`src/wsrd_pkg.sv`:
```
// shared types, constants and ring index helpers for the work-stealing ring deque
// no dependencies

package wsrd_pkg;

   localparam int Depth       = 256;
   localparam int AddrWidth   = $clog2(Depth);
   localparam int CountWidth  = $clog2(Depth + 1);
   localparam int HandleWidth = 32;
   localparam int StealMin    = 2;

   typedef enum logic [1:0] {
      OP_PUSH  = 2'd0,
      OP_POP   = 2'd1,
      OP_STEAL = 2'd2
   } op_type;

   typedef enum logic [1:0] {
      ST_OK   = 2'd0,
      ST_FULL = 2'd1,
      ST_NONE = 2'd2
   } status_type;

   typedef struct packed {
      op_type                 op;
      logic [HandleWidth-1:0] handle_in;
   } req_type;

   typedef struct packed {
      status_type             status;
      logic [HandleWidth-1:0] handle_out;
      logic [CountWidth-1:0]  entry_count;
   } rsp_type;

   // slot memory access for one item
   typedef struct packed {
      logic                   wr_en;
      logic [AddrWidth-1:0]   wr_addr;
      logic [HandleWidth-1:0] wr_data;
      logic                   rd_en;
      logic [AddrWidth-1:0]   rd_addr;
   } ram_cmd_type;

   // result of one item, less the handle that the slot memory returns later
   typedef struct packed {
      status_type            status;
      logic                  take;
      logic [CountWidth-1:0] count;
   } meta_type;

   function automatic logic [AddrWidth-1:0] ring_next(input logic [AddrWidth-1:0] idx);
      logic [AddrWidth-1:0] res;
      if (idx == AddrWidth'(Depth - 1)) begin
         res = '0;
      end else begin
         res = idx + AddrWidth'(1);
      end
      return res;
   endfunction

   function automatic logic [AddrWidth-1:0] ring_prev(input logic [AddrWidth-1:0] idx);
      logic [AddrWidth-1:0] res;
      if (idx == '0) begin
         res = AddrWidth'(Depth - 1);
      end else begin
         res = idx - AddrWidth'(1);
      end
      return res;
   endfunction

endpackage

```
`src/wsrd_ctrl.sv`:
```
// front/rear index and entry count control of the ring deque
// depends on wsrd_pkg

module wsrd_ctrl (
   input  logic                 clock,
   input  logic                 reset,
   input  logic                 accept,
   input  wsrd_pkg::req_type     req,
   output wsrd_pkg::ram_cmd_type ram_cmd,
   output wsrd_pkg::meta_type    meta
);

   import wsrd_pkg::*;

   logic [AddrWidth-1:0]  front_ff, front_in;
   logic [AddrWidth-1:0]  rear_ff, rear_in;
   logic [CountWidth-1:0] count_ff, count_in;
   logic [AddrWidth-1:0]  rear_back;

   assign rear_back = ring_prev(rear_ff);

   always_comb begin
      front_in      = front_ff;
      rear_in       = rear_ff;
      count_in      = count_ff;
      ram_cmd       = '0;
      meta.status   = ST_NONE;
      meta.take     = 1'b0;
      case (req.op)
         OP_PUSH: begin
            if (count_ff == CountWidth'(Depth)) begin
               meta.status = ST_FULL;
            end else begin
               ram_cmd.wr_en   = accept;
               ram_cmd.wr_addr = rear_ff;
               ram_cmd.wr_data = req.handle_in;
               rear_in         = ring_next(rear_ff);
               count_in        = count_ff + CountWidth'(1);
               meta.status     = ST_OK;
            end
         end
         OP_POP: begin
            // newest entry sits just behind the rear index
            if (count_ff != '0) begin
               ram_cmd.rd_en   = accept;
               ram_cmd.rd_addr = rear_back;
               rear_in         = rear_back;
               count_in        = count_ff - CountWidth'(1);
               meta.status     = ST_OK;
               meta.take       = 1'b1;
            end
         end
         OP_STEAL: begin
            if (count_ff >= CountWidth'(StealMin)) begin
               ram_cmd.rd_en   = accept;
               ram_cmd.rd_addr = front_ff;
               front_in        = ring_next(front_ff);
               count_in        = count_ff - CountWidth'(1);
               meta.status     = ST_OK;
               meta.take       = 1'b1;
            end
         end
         default: begin
         end
      endcase
      meta.count = count_in;
   end

   always_ff @(posedge clock) begin
      if (reset) begin
         front_ff <= '0;
         rear_ff  <= '0;
         count_ff <= '0;
      end else if (accept) begin
         front_ff <= front_in;
         rear_ff  <= rear_in;
         count_ff <= count_in;
      end
   end

   a_count_bound: assert property (@(posedge clock) disable iff (reset)
      count_ff <= CountWidth'(Depth))
      else $error("entry count beyond depth");

   a_index_meet: assert property (@(posedge clock) disable iff (reset)
      (front_ff == rear_ff) |-> (count_ff == '0 || count_ff == CountWidth'(Depth)))
      else $error("indices meet with a partly filled deque");

   a_push_count: assert property (@(posedge clock) disable iff (reset)
      (accept && req.op == OP_PUSH && meta.status == ST_OK)
         |=> (count_ff == $past(count_ff) + CountWidth'(1)))
      else $error("successful push did not grow the count");

endmodule

```
`config.mk`:
```
export PLATFORM = sky130hd
export DESIGN_NAME = wsrd_ctrl
export DESIGN_NICKNAME = d
export VERILOG_FILES = /design/src/wsrd_pkg.sv /design/src/wsrd_ctrl.sv
export SDC_FILE = /design/constraint.sdc
export NUM_CORES = 1
export LEC_CHECK = 0
export BUFFER_PORTS_ARGS = -buffer_cell sky130_fd_sc_hd__buf_2
export CAP_MARGIN = 20
export CORE_MARGIN = 3
export CORE_UTILIZATION = 40
export DETAILED_ROUTE_END_ITERATION = 16
export MAX_ROUTING_LAYER = met4
export PLACE_DENSITY = 0.7
export SETUP_SLACK_MARGIN = 0.2
export SKIP_CTS_REPAIR_TIMING = 1
export SLEW_MARGIN = 10
export SYNTH_ARGS = -nofsm -noshare
export SYNTH_HDL_FRONTEND = slang
export SYNTH_SLANG_ARGS = --single-unit
```
`constraint.sdc`:
```
create_clock -name clock -period 2.7 [get_ports clock]
set_input_delay 0.54 -clock clock [delete_from_list [all_inputs] [get_ports clock]]
set_output_delay 0.54 -clock clock [all_outputs]
set_load 0.02 [all_outputs]
```
==> impl_results.md, run 1 <==
* Vias in the first global route at between 2000 and 3000
* Area grow syn2layout at 67.9%
* Max Cap Viol at 0
* Most used DFF post-synth: dfxtp_1
* Measured slew at the worst slew-check pin at 0.544 ns
* Grt ovf at 0
* Worst path slowest cell: dfxtp_2
* Largest fanout on the critical path at 5
* Period utilization at 107%
* Most frequent cells in the layout: buf_6 (61), and2_4 (42), buf_2 (40), buf_4 (39), nor2_1 (26)
* Crit end category: output pin
* Dpl hpwl at 6500 um
* DRC at 0
* Net count after synthesis at around 420
* CTS H-tree lvls at 1
* Failing checks: negative setup slack
* Overall die area at between 0.007 and 0.008 mm^2
* Setup slack after layout at -0.194 ns
* Core Rows at 29
* Hold Path Class: flop to flop
* Crit path time final at roughly 2.9 ns
* Final net count at 545
* Peak supply drop at ~0.00044 V
* CTS Buffer Depth at 2
* Die Height at approximately 88 um
* Clock sinks at 25
* CTS tree: done
* Max incr delay on CP at around 0.34 ns
* Worst skew pair latency at between 0.2 and 0.3 ns
* Synth area leaders: dfxtp_1 (19%), and2_1 (10%), ha_1 (5.1%)
* Multiplexer area fraction after synthesis at less than 1%
* Area share of fa/ha/maj cells after synthesis at around 5%
* Fillers at between 400 and 500
* Simple-Gate Fraction of Synth Area at between 30% and 40%
* Initial antenna violation count at 0
* Routability cong. at approximately 0.94
* Syn Inst Count at between 300 and 400
* Synth Register Bits at 25
* P_leak at around 2 nW
* Port Buffers at 98
* Unrepaired setup endpoints after global routing: yes
* Clk_skew at approximately 0.007 ns
* Post-synth EDFFs at 0
* XOR/XNOR share of the synthesized area at 4.89%
* Relative slew slack at roughly 63%
* Yosys cell types at 63
* DIE WIDTH at 88.0 um
* Commonest non-fill, non-tap cell in the layout: buf_6
* Register area share after synthesis at approximately a fifth
* Pin count of the biggest net entering global routing at 42
* Setup tns final at -3.29 ns
* Yosys top cell by area: dfxtp_1
* DRT Wirelength at 11300 um
* Initial detailed-routing violation count at slightly above 200
* Synthesis Warnings at 0
* Hold Violations, Final at 0
* Setup violations, final at 54
* Number of CTS-inserted buffers at 3
* Top-Level Pins at 99
* Layout cells sized above 1 at 54.4%
* Top-area cell type share of the netlist area at roughly a fifth
* Main combinational cell family by area after synthesis: simple AND/OR/NAND/NOR gates
* FFs w/ async S/R, synth at 0%
* Critical path startpoint category: flop
* Pins over their slew limit at 0
* Drt pass-1 iters at 5
* PD cells at 537 mW/mm^2
* Critical path class: flop to output pin
* Compound-Gate Fraction of Synth Area at a little over a quarter
* Fin util at 70.3%
* Mapped Area at 0.00269 mm^2
* Initial Utilization at 41.8%
* Cells along the critical path: inv_2 > ha_4 > buf_4 > nor4b_4 > buf_4 > a21o_1 > o21ai_4 > a31o_2 > a21o_1 > buf_6
* GRT Util Overall at between 20% and 30%
* Clock transition at path regs at ~0.11 ns
* Status: finished, violations left
* Worst Path Arrival at approximately 2.4 ns
* Post-DR wirelength/cell at between 15 and 20 um
* Max Freq at 0.346 GHz
* First-pass GRT wire length at ~13000 um
* Core area at roughly 0.0064 mm^2
* Antenna Nets Post-Route at 0
* Via count at roughly 3500
* CTS root buf: clkbuf_8
* Critical path required time at ~2.2 ns
* Syn Area/Cell at between 7 and 8 um^2
* Via-per-instance ratio at 6.13
* Antenna cells at 0
-- critical path, delay by kind of cell, from the launching register on --
family	cells	cell delay, ns
flops	1	0.34
buf+inv	4	0.48
simple gates	1	0.27
compound gates	4	0.81
fa+ha+maj	1	0.15
-- registers in the layout, summed over array words and instances, names as in the netlist --
| name | cells |
|---|---|
| count_ff | 9 |
| front_ff | 8 |
| rear_ff | 8 |
-- final timing paths --
| path | start | slack (ns) | end | depth (start not counted) |
|---|---|---|---|---|
| worst min register to register | front_ff[6]$_SDFFE_PP0P_ | 0.55 | front_ff[6]$_SDFFE_PP0P_ | 2 |
| worst min-delay path | front_ff[6]$_SDFFE_PP0P_ | 0.55 | front_ff[6]$_SDFFE_PP0P_ | 2 |
| worst max-delay path | count_ff[1]$_SDFFE_PP0P_ | -0.19 | meta[3] | 10 |
| worst max register to register | count_ff[1]$_SDFFE_PP0P_ | 0.44 | count_ff[1]$_SDFFE_PP0P_ | 9 |
-- routing by layer --
metal	wire, um	up-vias	share of wire [%]	track usage, %
li1	-	1591	-	-
met1	4260	1694	38	28.6
met2	5920	204	52	38.0
met3	897	23	7.9	3.01
met4	215	0	1.9	2.23
met5	0	-	0	-
-- layout make-up --
class	count	area [um^2]	area share, %
clock buffer	3	41.3	0.915
inverter	14	52.6	1.16
timing repair buffer	151	1410	31.1
sequential	25	520	11.5
clock inverter	1	7.51	0.166
multi-input combinational	302	2390	52.9
tap	77	96.3	2.14
-- cells by family (layout without fill, tap and decap cells) --
| group | Yosys count | after routing |
|---|---|---|
| AO/OA/AOI/OAI | 99 | 99 |
| XOR/XNOR | 15 | 15 |
| adder cells (fa/ha/maj) | 11 | 11 |
| buffers and inverters | 43 | 169 |
| flip-flops | 25 | 25 |
| multiplexers | 2 | 2 |
| AND/OR/NAND/NOR | 175 | 175 |
-- cells in the mapped netlist, types with 3 or more instances --
library cell	n
and2_1	43
nor2_1	30
nand2_1	26
dfxtp_1	25
o21ai_0	24
clkbuf_1	19
nor3_1	17
a21oi_1	16
inv_1	13
nand3_1	13
ha_1	11
xor2_1	11
and3_1	10
a21o_1	7
buf_2	7
a31oi_1	6
nand4_1	6
nor2b_1	6
a32o_1	5
o21a_1	5
a211oi_1	4
a221oi_1	4
xnor2_1	4
a21boi_0	3
a21oi_2	3
a311oi_1	3
and4_1	3
or3_1	3
-- metrics by stage --
stage / power (mW) / hold slack [ns] / instances / area (um^2) / setup WS [ns]
final: 2.42 / 0.550 / 573 / 4510 / -0.194
after global routing: 2.55 / 0.593 / 573 / 4510 / -0.223
after CTS: 1.83 / 0.556 / 542 / 3390 / -0.206
after detailed placement: 1.58 / 0.529 / 538 / 3350 / 0.0355
after global placement: 1.57 / 0.517 / 538 / 3350 / 0.133
after floorplan: 1.24 / 0.491 / 370 / 2720 / 0.190
-- power by group --
| part | internal [mW] | total [mW] | switching (mW) | leakage (nW) |
|---|---|---|---|---|
| combinational | 0.822 | 1.70 | 0.873 | 1.76 |
| sequential | 0.402 | 0.473 | 0.0711 | 0.209 |
| clock | 0.105 | 0.255 | 0.150 | 0.0217 |
| total | 1.33 | 2.42 | 1.09 | 1.99 |
No activity file was read; power rests on OpenSTA's default activity.
==> run 2: changes to the inputs <==
--- a/config.mk
+++ b/config.mk
@@ -11,7 +11,7 @@
 export CORE_UTILIZATION = 40
 export DETAILED_ROUTE_END_ITERATION = 16
 export MAX_ROUTING_LAYER = met4
-export PLACE_DENSITY = 0.7
+export PLACE_DENSITY = 0.67
 export SETUP_SLACK_MARGIN = 0.2
 export SKIP_CTS_REPAIR_TIMING = 1
 export SLEW_MARGIN = 10
==> constraint.sdc (replaced) <==
create_clock -name clock -period 3.47 [get_ports clock]
set_input_delay 0.694 -clock clock [delete_from_list [all_inputs] [get_ports clock]]
set_output_delay 0.694 -clock clock [all_outputs]
set_load 0.02 [all_outputs]
==> impl_results.md, run 2 (synthesized netlist as in run 1, its figures left out) <==
* Clock share of power at 13.7% (+3.2 points)
* Most flops, register: count_ff
* Most frequent cells in the layout: buf_2 (98), and2_1 (43), nor2_1 (30), nand2_1 (26), dfxtp_1 (25)
* Pins over their slew limit at 0 (unchanged)
* CP top delay family: compound AO/OA/AOI/OAI gates
* DIE WIDTH at 88.0 um (unchanged)
* Worst Path Buf+Inv at 2 (-2)
* Dpl hpwl at 6710 um (+3.2%)
* Setup slack after layout at 0.319 ns (+0.513 ns)
* Grt ovf at 0 (unchanged)
* Design Area, Final at 0.00334 mm^2 (-26%)
* Crit path time final at about 3.2 ns
* Critical path startpoint category: flop
* Core area at 0.00642 mm^2 (unchanged)
* Die Height at 88.0 um (unchanged)
* Number of flip-flops in the largest register at 9 (unchanged)
* Post-DR wirelength/cell at 16.2 um (-18%)
* PD cells at 423 mW/mm^2 (-21%)
* Max Cap Viol at 0 (unchanged)
* Pin count of the biggest net entering global routing at 31 (-26%)
* Via-per-instance ratio at 5.82 (-5.1%)
* First-pass GRT wire length at 13900 um (+3.5%)
* Setup violations, final at 0 (-100%)
* Port Buffers at 98 (unchanged)
* CTS tree: done
* Peak supply drop at 0.000236 V (-46%)
* Largest fanout on the critical path at 5 (unchanged)
* Vias in the first global route at 2915 (+6.2%)
* Initial antenna violation count at 0 (unchanged)
* Psw at 684 uW (-37%)
* Placed insts at 529 (-1.7%)
* DRC at 0 (unchanged)
* Sequential power share at 25.7% (+6.2 points)
* P_leak at 1.56 nW (-21%)
* Antenna Nets Post-Route at 0 (unchanged)
* Max incr delay on CP at 0.54 ns (+0.20 ns)
* Relative slew slack at 58.0% (-5.3 points)
* Max Freq at ~0.32 GHz
* Initial detailed-routing violation count at 215 (+4.4%)
* Setup tns final at 0 ns (+3.29 ns)
* Clock transition at path regs at 0.11 ns (about the same)
* Period utilization at 90.8%
* Drt pass-1 iters at 5 (unchanged)
* Clock sinks at 25 (unchanged)
* Hold Path Class: flop to flop
* Antenna cells at 0 (unchanged)
* Number of CTS-inserted buffers at 3 (unchanged)
* Overall die area at 0.00774 mm^2 (unchanged)
* Area grow syn2layout at 24.3%
* Worst skew pair latency at 0.28 ns (about the same)
* Fillers at 636 (+34%)
* Clk_skew at 0.00981 ns (+0.00276 ns)
* Post-Place Cell Area at 0.00325 mm^2 (-2.8%)
* Initial Utilization at 41.8% (unchanged)
* Measured slew at the worst slew-check pin at 0.625 ns (+0.0815 ns)
* GRT Util Overall at 23.1% (+0.96 points)
* Critical path required time at 2.78 ns (+0.62 ns)
* Hold Violations, Final at 0 (unchanged)
* Crit end category: output pin
* Critical path class: flop to output pin
* Top-Level Pins at 99 (unchanged)
* Status: finished clean
* Logic gate share of total power at 60.6% (-9.4 points)
* CTS root buf: clkbuf_8
* DP Worst Slack at 0.333 ns (+0.297 ns)
* Cells along the critical path: inv_1 > ha_2 > or4b_4 > o41ai_4 > a21oi_2 > o21ai_0 > a21o_1 > buf_2
* Worst path slowest cell: or4b_4
* Worst Path Arrival at 2.46 ns (+0.11 ns)
* Switching portion of total power at 48.4% (+3.2 points)
* Final net count at 508 (-6.8%)
* Power Internal at 731 uW (-45%)
* CTS H-tree lvls at 1 (unchanged)
* Fin cells at 536 (-6.5%)
* Core Rows at 29 (unchanged)
* DRT Wirelength at 8660 um (-23%)
* Layout cells sized above 1 at 30.5% (-24 points)
* Via count at 3119 (-11%)
* Commonest non-fill, non-tap cell in the layout: buf_2
* Top flop regs: count_ff (9), front_ff (8), rear_ff (8)
* Unrepaired setup endpoints after global routing: no
* CTS Buffer Depth at 2 (unchanged)
* Routability cong. at 0.910 (-3.5%)
run 2: changes by cell type in the layout (fill, tap and decap cells not counted), sizes merged:
cell    before  now
buf        147  114
clkbuf       7    3
run 2: worst min-delay path: stages, from the launching register on:
cell and delay [ns]:
dfxtp_1 0.38, xor2_1 0.08, nor2_1 0.07
run 2: final timing paths:
check                                start                  endpoint  slack [ns]  cells past startpoint
setup / recovery  count_ff[0]$_SDFFE_PP0P_                   meta[1]        0.32                      8
hold / removal    front_ff[4]$_SDFFE_PP0P_  front_ff[4]$_SDFFE_PP0P_        0.56                      2
setup reg to reg  count_ff[0]$_SDFFE_PP0P_   rear_ff[6]$_SDFFE_PP0P_        1.32                      7
hold reg to reg   front_ff[4]$_SDFFE_PP0P_  front_ff[4]$_SDFFE_PP0P_        0.56                      2
run 2: per-stage QoR:
step / power, mW / hold slack (ns) / utilization (%)
4_1_cts: 1.38 / 0.561 / 51.4
3_3_place_gp: 1.18 / 0.525 / 50.7
6_report: 1.41 / 0.558 / 52.0
2_1_floorplan: 0.948 / 0.491 / -
5_1_grt: 1.52 / 0.584 / 52.0
3_5_place_dp: 1.18 / 0.537 / 50.7
run 2: layer usage:
metal | track usage, % | wire, um | vias up
met5 | - | 0 | -
met4 | 6.56 | 128 | 0
met3 | 3.86 | 761 | 16
met2 | 39.3 | 4180 | 175
met1 | 28.0 | 3590 | 1421
li1 | - | - | 1507
run 2: cell type report:
class / instances / area, um^2 / area share, %
Clock buffer: 3 / 41.3 / 1.24
Tap cell: 77 / 96.3 / 2.88
Inverter: 14 / 52.6 / 1.57
Multi-Input combinational cell: 302 / 2030 / 60.8
Sequential cell: 25 / 500 / 15.0
Timing Repair Buffer: 114 / 611 / 18.3
Clock inverter: 1 / 7.51 / 0.225
run 2: power groups by stage:
stage	logic, mW	registers [mW]	clock network [mW]
after floorplan	0.611	0.337	0
after global placement	0.809	0.368	0
after detailed placement	0.814	0.369	0
after CTS	0.818	0.362	0.199
after global routing	0.944	0.369	0.206
final	0.857	0.364	0.194
==> run 3: changes to the inputs <==
==> constraint.sdc (replaced) <==
create_clock -name clock -period 3.75 [get_ports clock]
set_input_delay 0.75 -clock clock [delete_from_list [all_inputs] [get_ports clock]]
set_output_delay 0.75 -clock clock [all_outputs]
set_load 0.02 [all_outputs]
==> impl_results.md, run 3 (synthesized netlist as in run 1, its figures left out) <==
* Clk_skew at 0.00635 ns (-0.00347 ns)
* Worst Path Arrival at 2.64 ns (+0.18 ns)
* Metal3 WL at 731 um (-3.9%)
* Critical path startpoint category: flop
* Overall die area at 0.00774 mm^2 (unchanged)
* Initial Utilization at 41.8% (unchanged)
* Port Buffers at 98 (unchanged)
* Pin count of the biggest net entering global routing at 31 (unchanged)
* Initial antenna violation count at 0 (unchanged)
* Metal1 wirelength at 3690 um (+2.7%)
* Commonest non-fill, non-tap cell in the layout: buf_2
* Crit path time final at approximately 3.4 ns
* Fillers at 638 (+0.31%)
* CTS root buf: clkbuf_8
* Drt pass-1 iters at 5 (unchanged)
* DR top layer: met4
* Core area at 0.00642 mm^2 (unchanged)
* Antenna Nets Post-Route at 0 (unchanged)
* Largest fanout on the critical path at 8 (+3)
* Pwr Total at 1.29 mW (-8.6%)
* Max Freq at between 0.2 and 0.3 GHz
* Top flop regs: count_ff (9), front_ff (8), rear_ff (8)
* CTS H-tree lvls at 1 (unchanged)
* Clock sinks at 25 (unchanged)
* Min-Delay Path Depth at 2 (unchanged)
* Area grow syn2layout at 22.5%
* Final net count at 502 (-1.2%)
* CTS Buffer Depth at 2 (unchanged)
* Crit end category: output pin
* Number of flip-flops in the largest register at 9 (unchanged)
* Hold Violations, Final at 0 (unchanged)
* Die Height at 88.0 um (unchanged)
* Routability cong. at 0.924 (+1.5%)
* Via count at 3116 (-0.096%)
* Vias in the first global route at 2816 (-3.4%)
* Post-DR wirelength/cell at 16.4 um (+1.4%)
* Peak supply drop at 0.000191 V (-19%)
* Pins over their slew limit at 0 (unchanged)
* Antenna cells at 0 (unchanged)
* Core Rows at 29 (unchanged)
* Critical path required time at 3.00 ns (+0.22 ns)
* Worst skew pair latency at 0.29 ns (about the same)
* PD cells at 393 mW/mm^2 (-7.3%)
* Worst path slowest cell: or4b_4
* Setup violations, final at 0 (unchanged)
* Grt ovf at 0 (unchanged)
* Initial detailed-routing violation count at 206 (-4.2%)
* Via-per-instance ratio at 5.88 (+1.0%)
* Relative slew slack at 60.9% (+2.9 points)
* Met2 wire length at 4210 um (+0.69%)
* DRT Wirelength at 8680 um (+0.23%)
* Measured slew at the worst slew-check pin at 0.579 ns (-0.0466 ns)
* First-pass GRT wire length at 13900 um (-0.55%)
* DRC at 0 (unchanged)
* DIE WIDTH at 88.0 um (unchanged)
* Most flops, register: count_ff
* CTS tree: done
* Cells along the critical path: inv_1 > ha_1 > or4b_4 > o41ai_4 > a21oi_2 > o21ai_0 > a21o_1 > buf_2
* Number of CTS-inserted buffers at 3 (unchanged)
* Max incr delay on CP at 0.56 ns (+0.02 ns)
* Hold Path Class: flop to flop
* Layout cells sized above 1 at 29.8% (-0.70 points)
* Cells on worst reg2reg path at 8 (+1)
* GRT Util Overall at 23.1% (+0.034 points)
* Unrepaired setup endpoints after global routing: no
* Clock transition at path regs at 0.11 ns (about the same)
* Status: finished clean
* Most frequent cells in the layout: buf_2 (98), and2_1 (43), nor2_1 (30), nand2_1 (26), dfxtp_1 (24)
* Max Cap Viol at 0 (unchanged)
* Critical path class: flop to output pin
* Setup tns final at 0 ns (unchanged)
* Top-Level Pins at 99 (unchanged)
* Period utilization at approximately nine tenths
* P_leak at 1.54 nW (-1.8%)
* Dpl hpwl at 6710 um (about the same)
[run 3: changes by cell type in the layout (fill, tap and decap cells not counted)]
cell	change
a221oi_2	+1
a221oi_1	-1
dfxtp_2	+1
dfxtp_1	-1
a31oi_4	-1
a31oi_2	+1
ha_1	+1
ha_2	-1
buf_4	-6
[run 3: final timing paths]
check / startpoint / endpoint / slack, ns
max reg2reg: count_ff[0]$_SDFFE_PP0P_ / count_ff[5]$_SDFFE_PP0P_ / 1.32
min: front_ff[6]$_SDFFE_PP0P_ / front_ff[6]$_SDFFE_PP0P_ / 0.56
min reg2reg: front_ff[6]$_SDFFE_PP0P_ / front_ff[6]$_SDFFE_PP0P_ / 0.56
max: count_ff[0]$_SDFFE_PP0P_ / meta[1] / 0.36
[run 3: final cells by class]
class                           count  area (um^2)  area share, %
Tap cell                           77         96.3           2.93
Timing Repair Buffer              108          566           17.2
Clock inverter                      1         7.51          0.228
Clock buffer                        3         41.3           1.25
Sequential cell                    25          502           15.2
Multi-Input combinational cell    302         2030           61.6
Inverter                           14         52.6           1.60
[run 3: through the flow]
step / hold slack, ns / area (um^2) / util, % / setup slack [ns] / instances
floorplan: 0.491 / 2690 / - / 0.429 / 370
global placement: 0.532 / 3230 / 50.3 / 0.453 / 526
detailed placement: 0.540 / 3230 / 50.3 / 0.371 / 526
CTS: 0.571 / 3280 / 51.1 / 0.277 / 530
global route: 0.620 / 3290 / 51.3 / 0.227 / 530
finish: 0.562 / 3290 / 51.3 / 0.358 / 530
[run 3: per-layer routing]
metal	vias to the layer above	GRT usage, %
li1	1498	-
met1	1438	29.6
met2	175	39.5
met3	5	2.82
met4	0	3.91
met5	-	-
[run 3: report_power, final]
group | switching (mW) | total [mW] | leakage [nW] | internal [mW]
Clock | 0.110 | 0.186 | 0.0217 | 0.0759
Sequential | 0.0537 | 0.340 | 0.203 | 0.287
Combinational | 0.469 | 0.767 | 1.31 | 0.298
[run 3: critical path: cells and delay by family, from the launching register on]
kind                     cells  cell delay [ns]
flip-flops                   1             0.38
adder cells (fa/ha/maj)      1             0.27
buffers and inverters        2             0.28
AND/OR/NAND/NOR              1             0.56
AO/OA/AOI/OAI                4             0.86
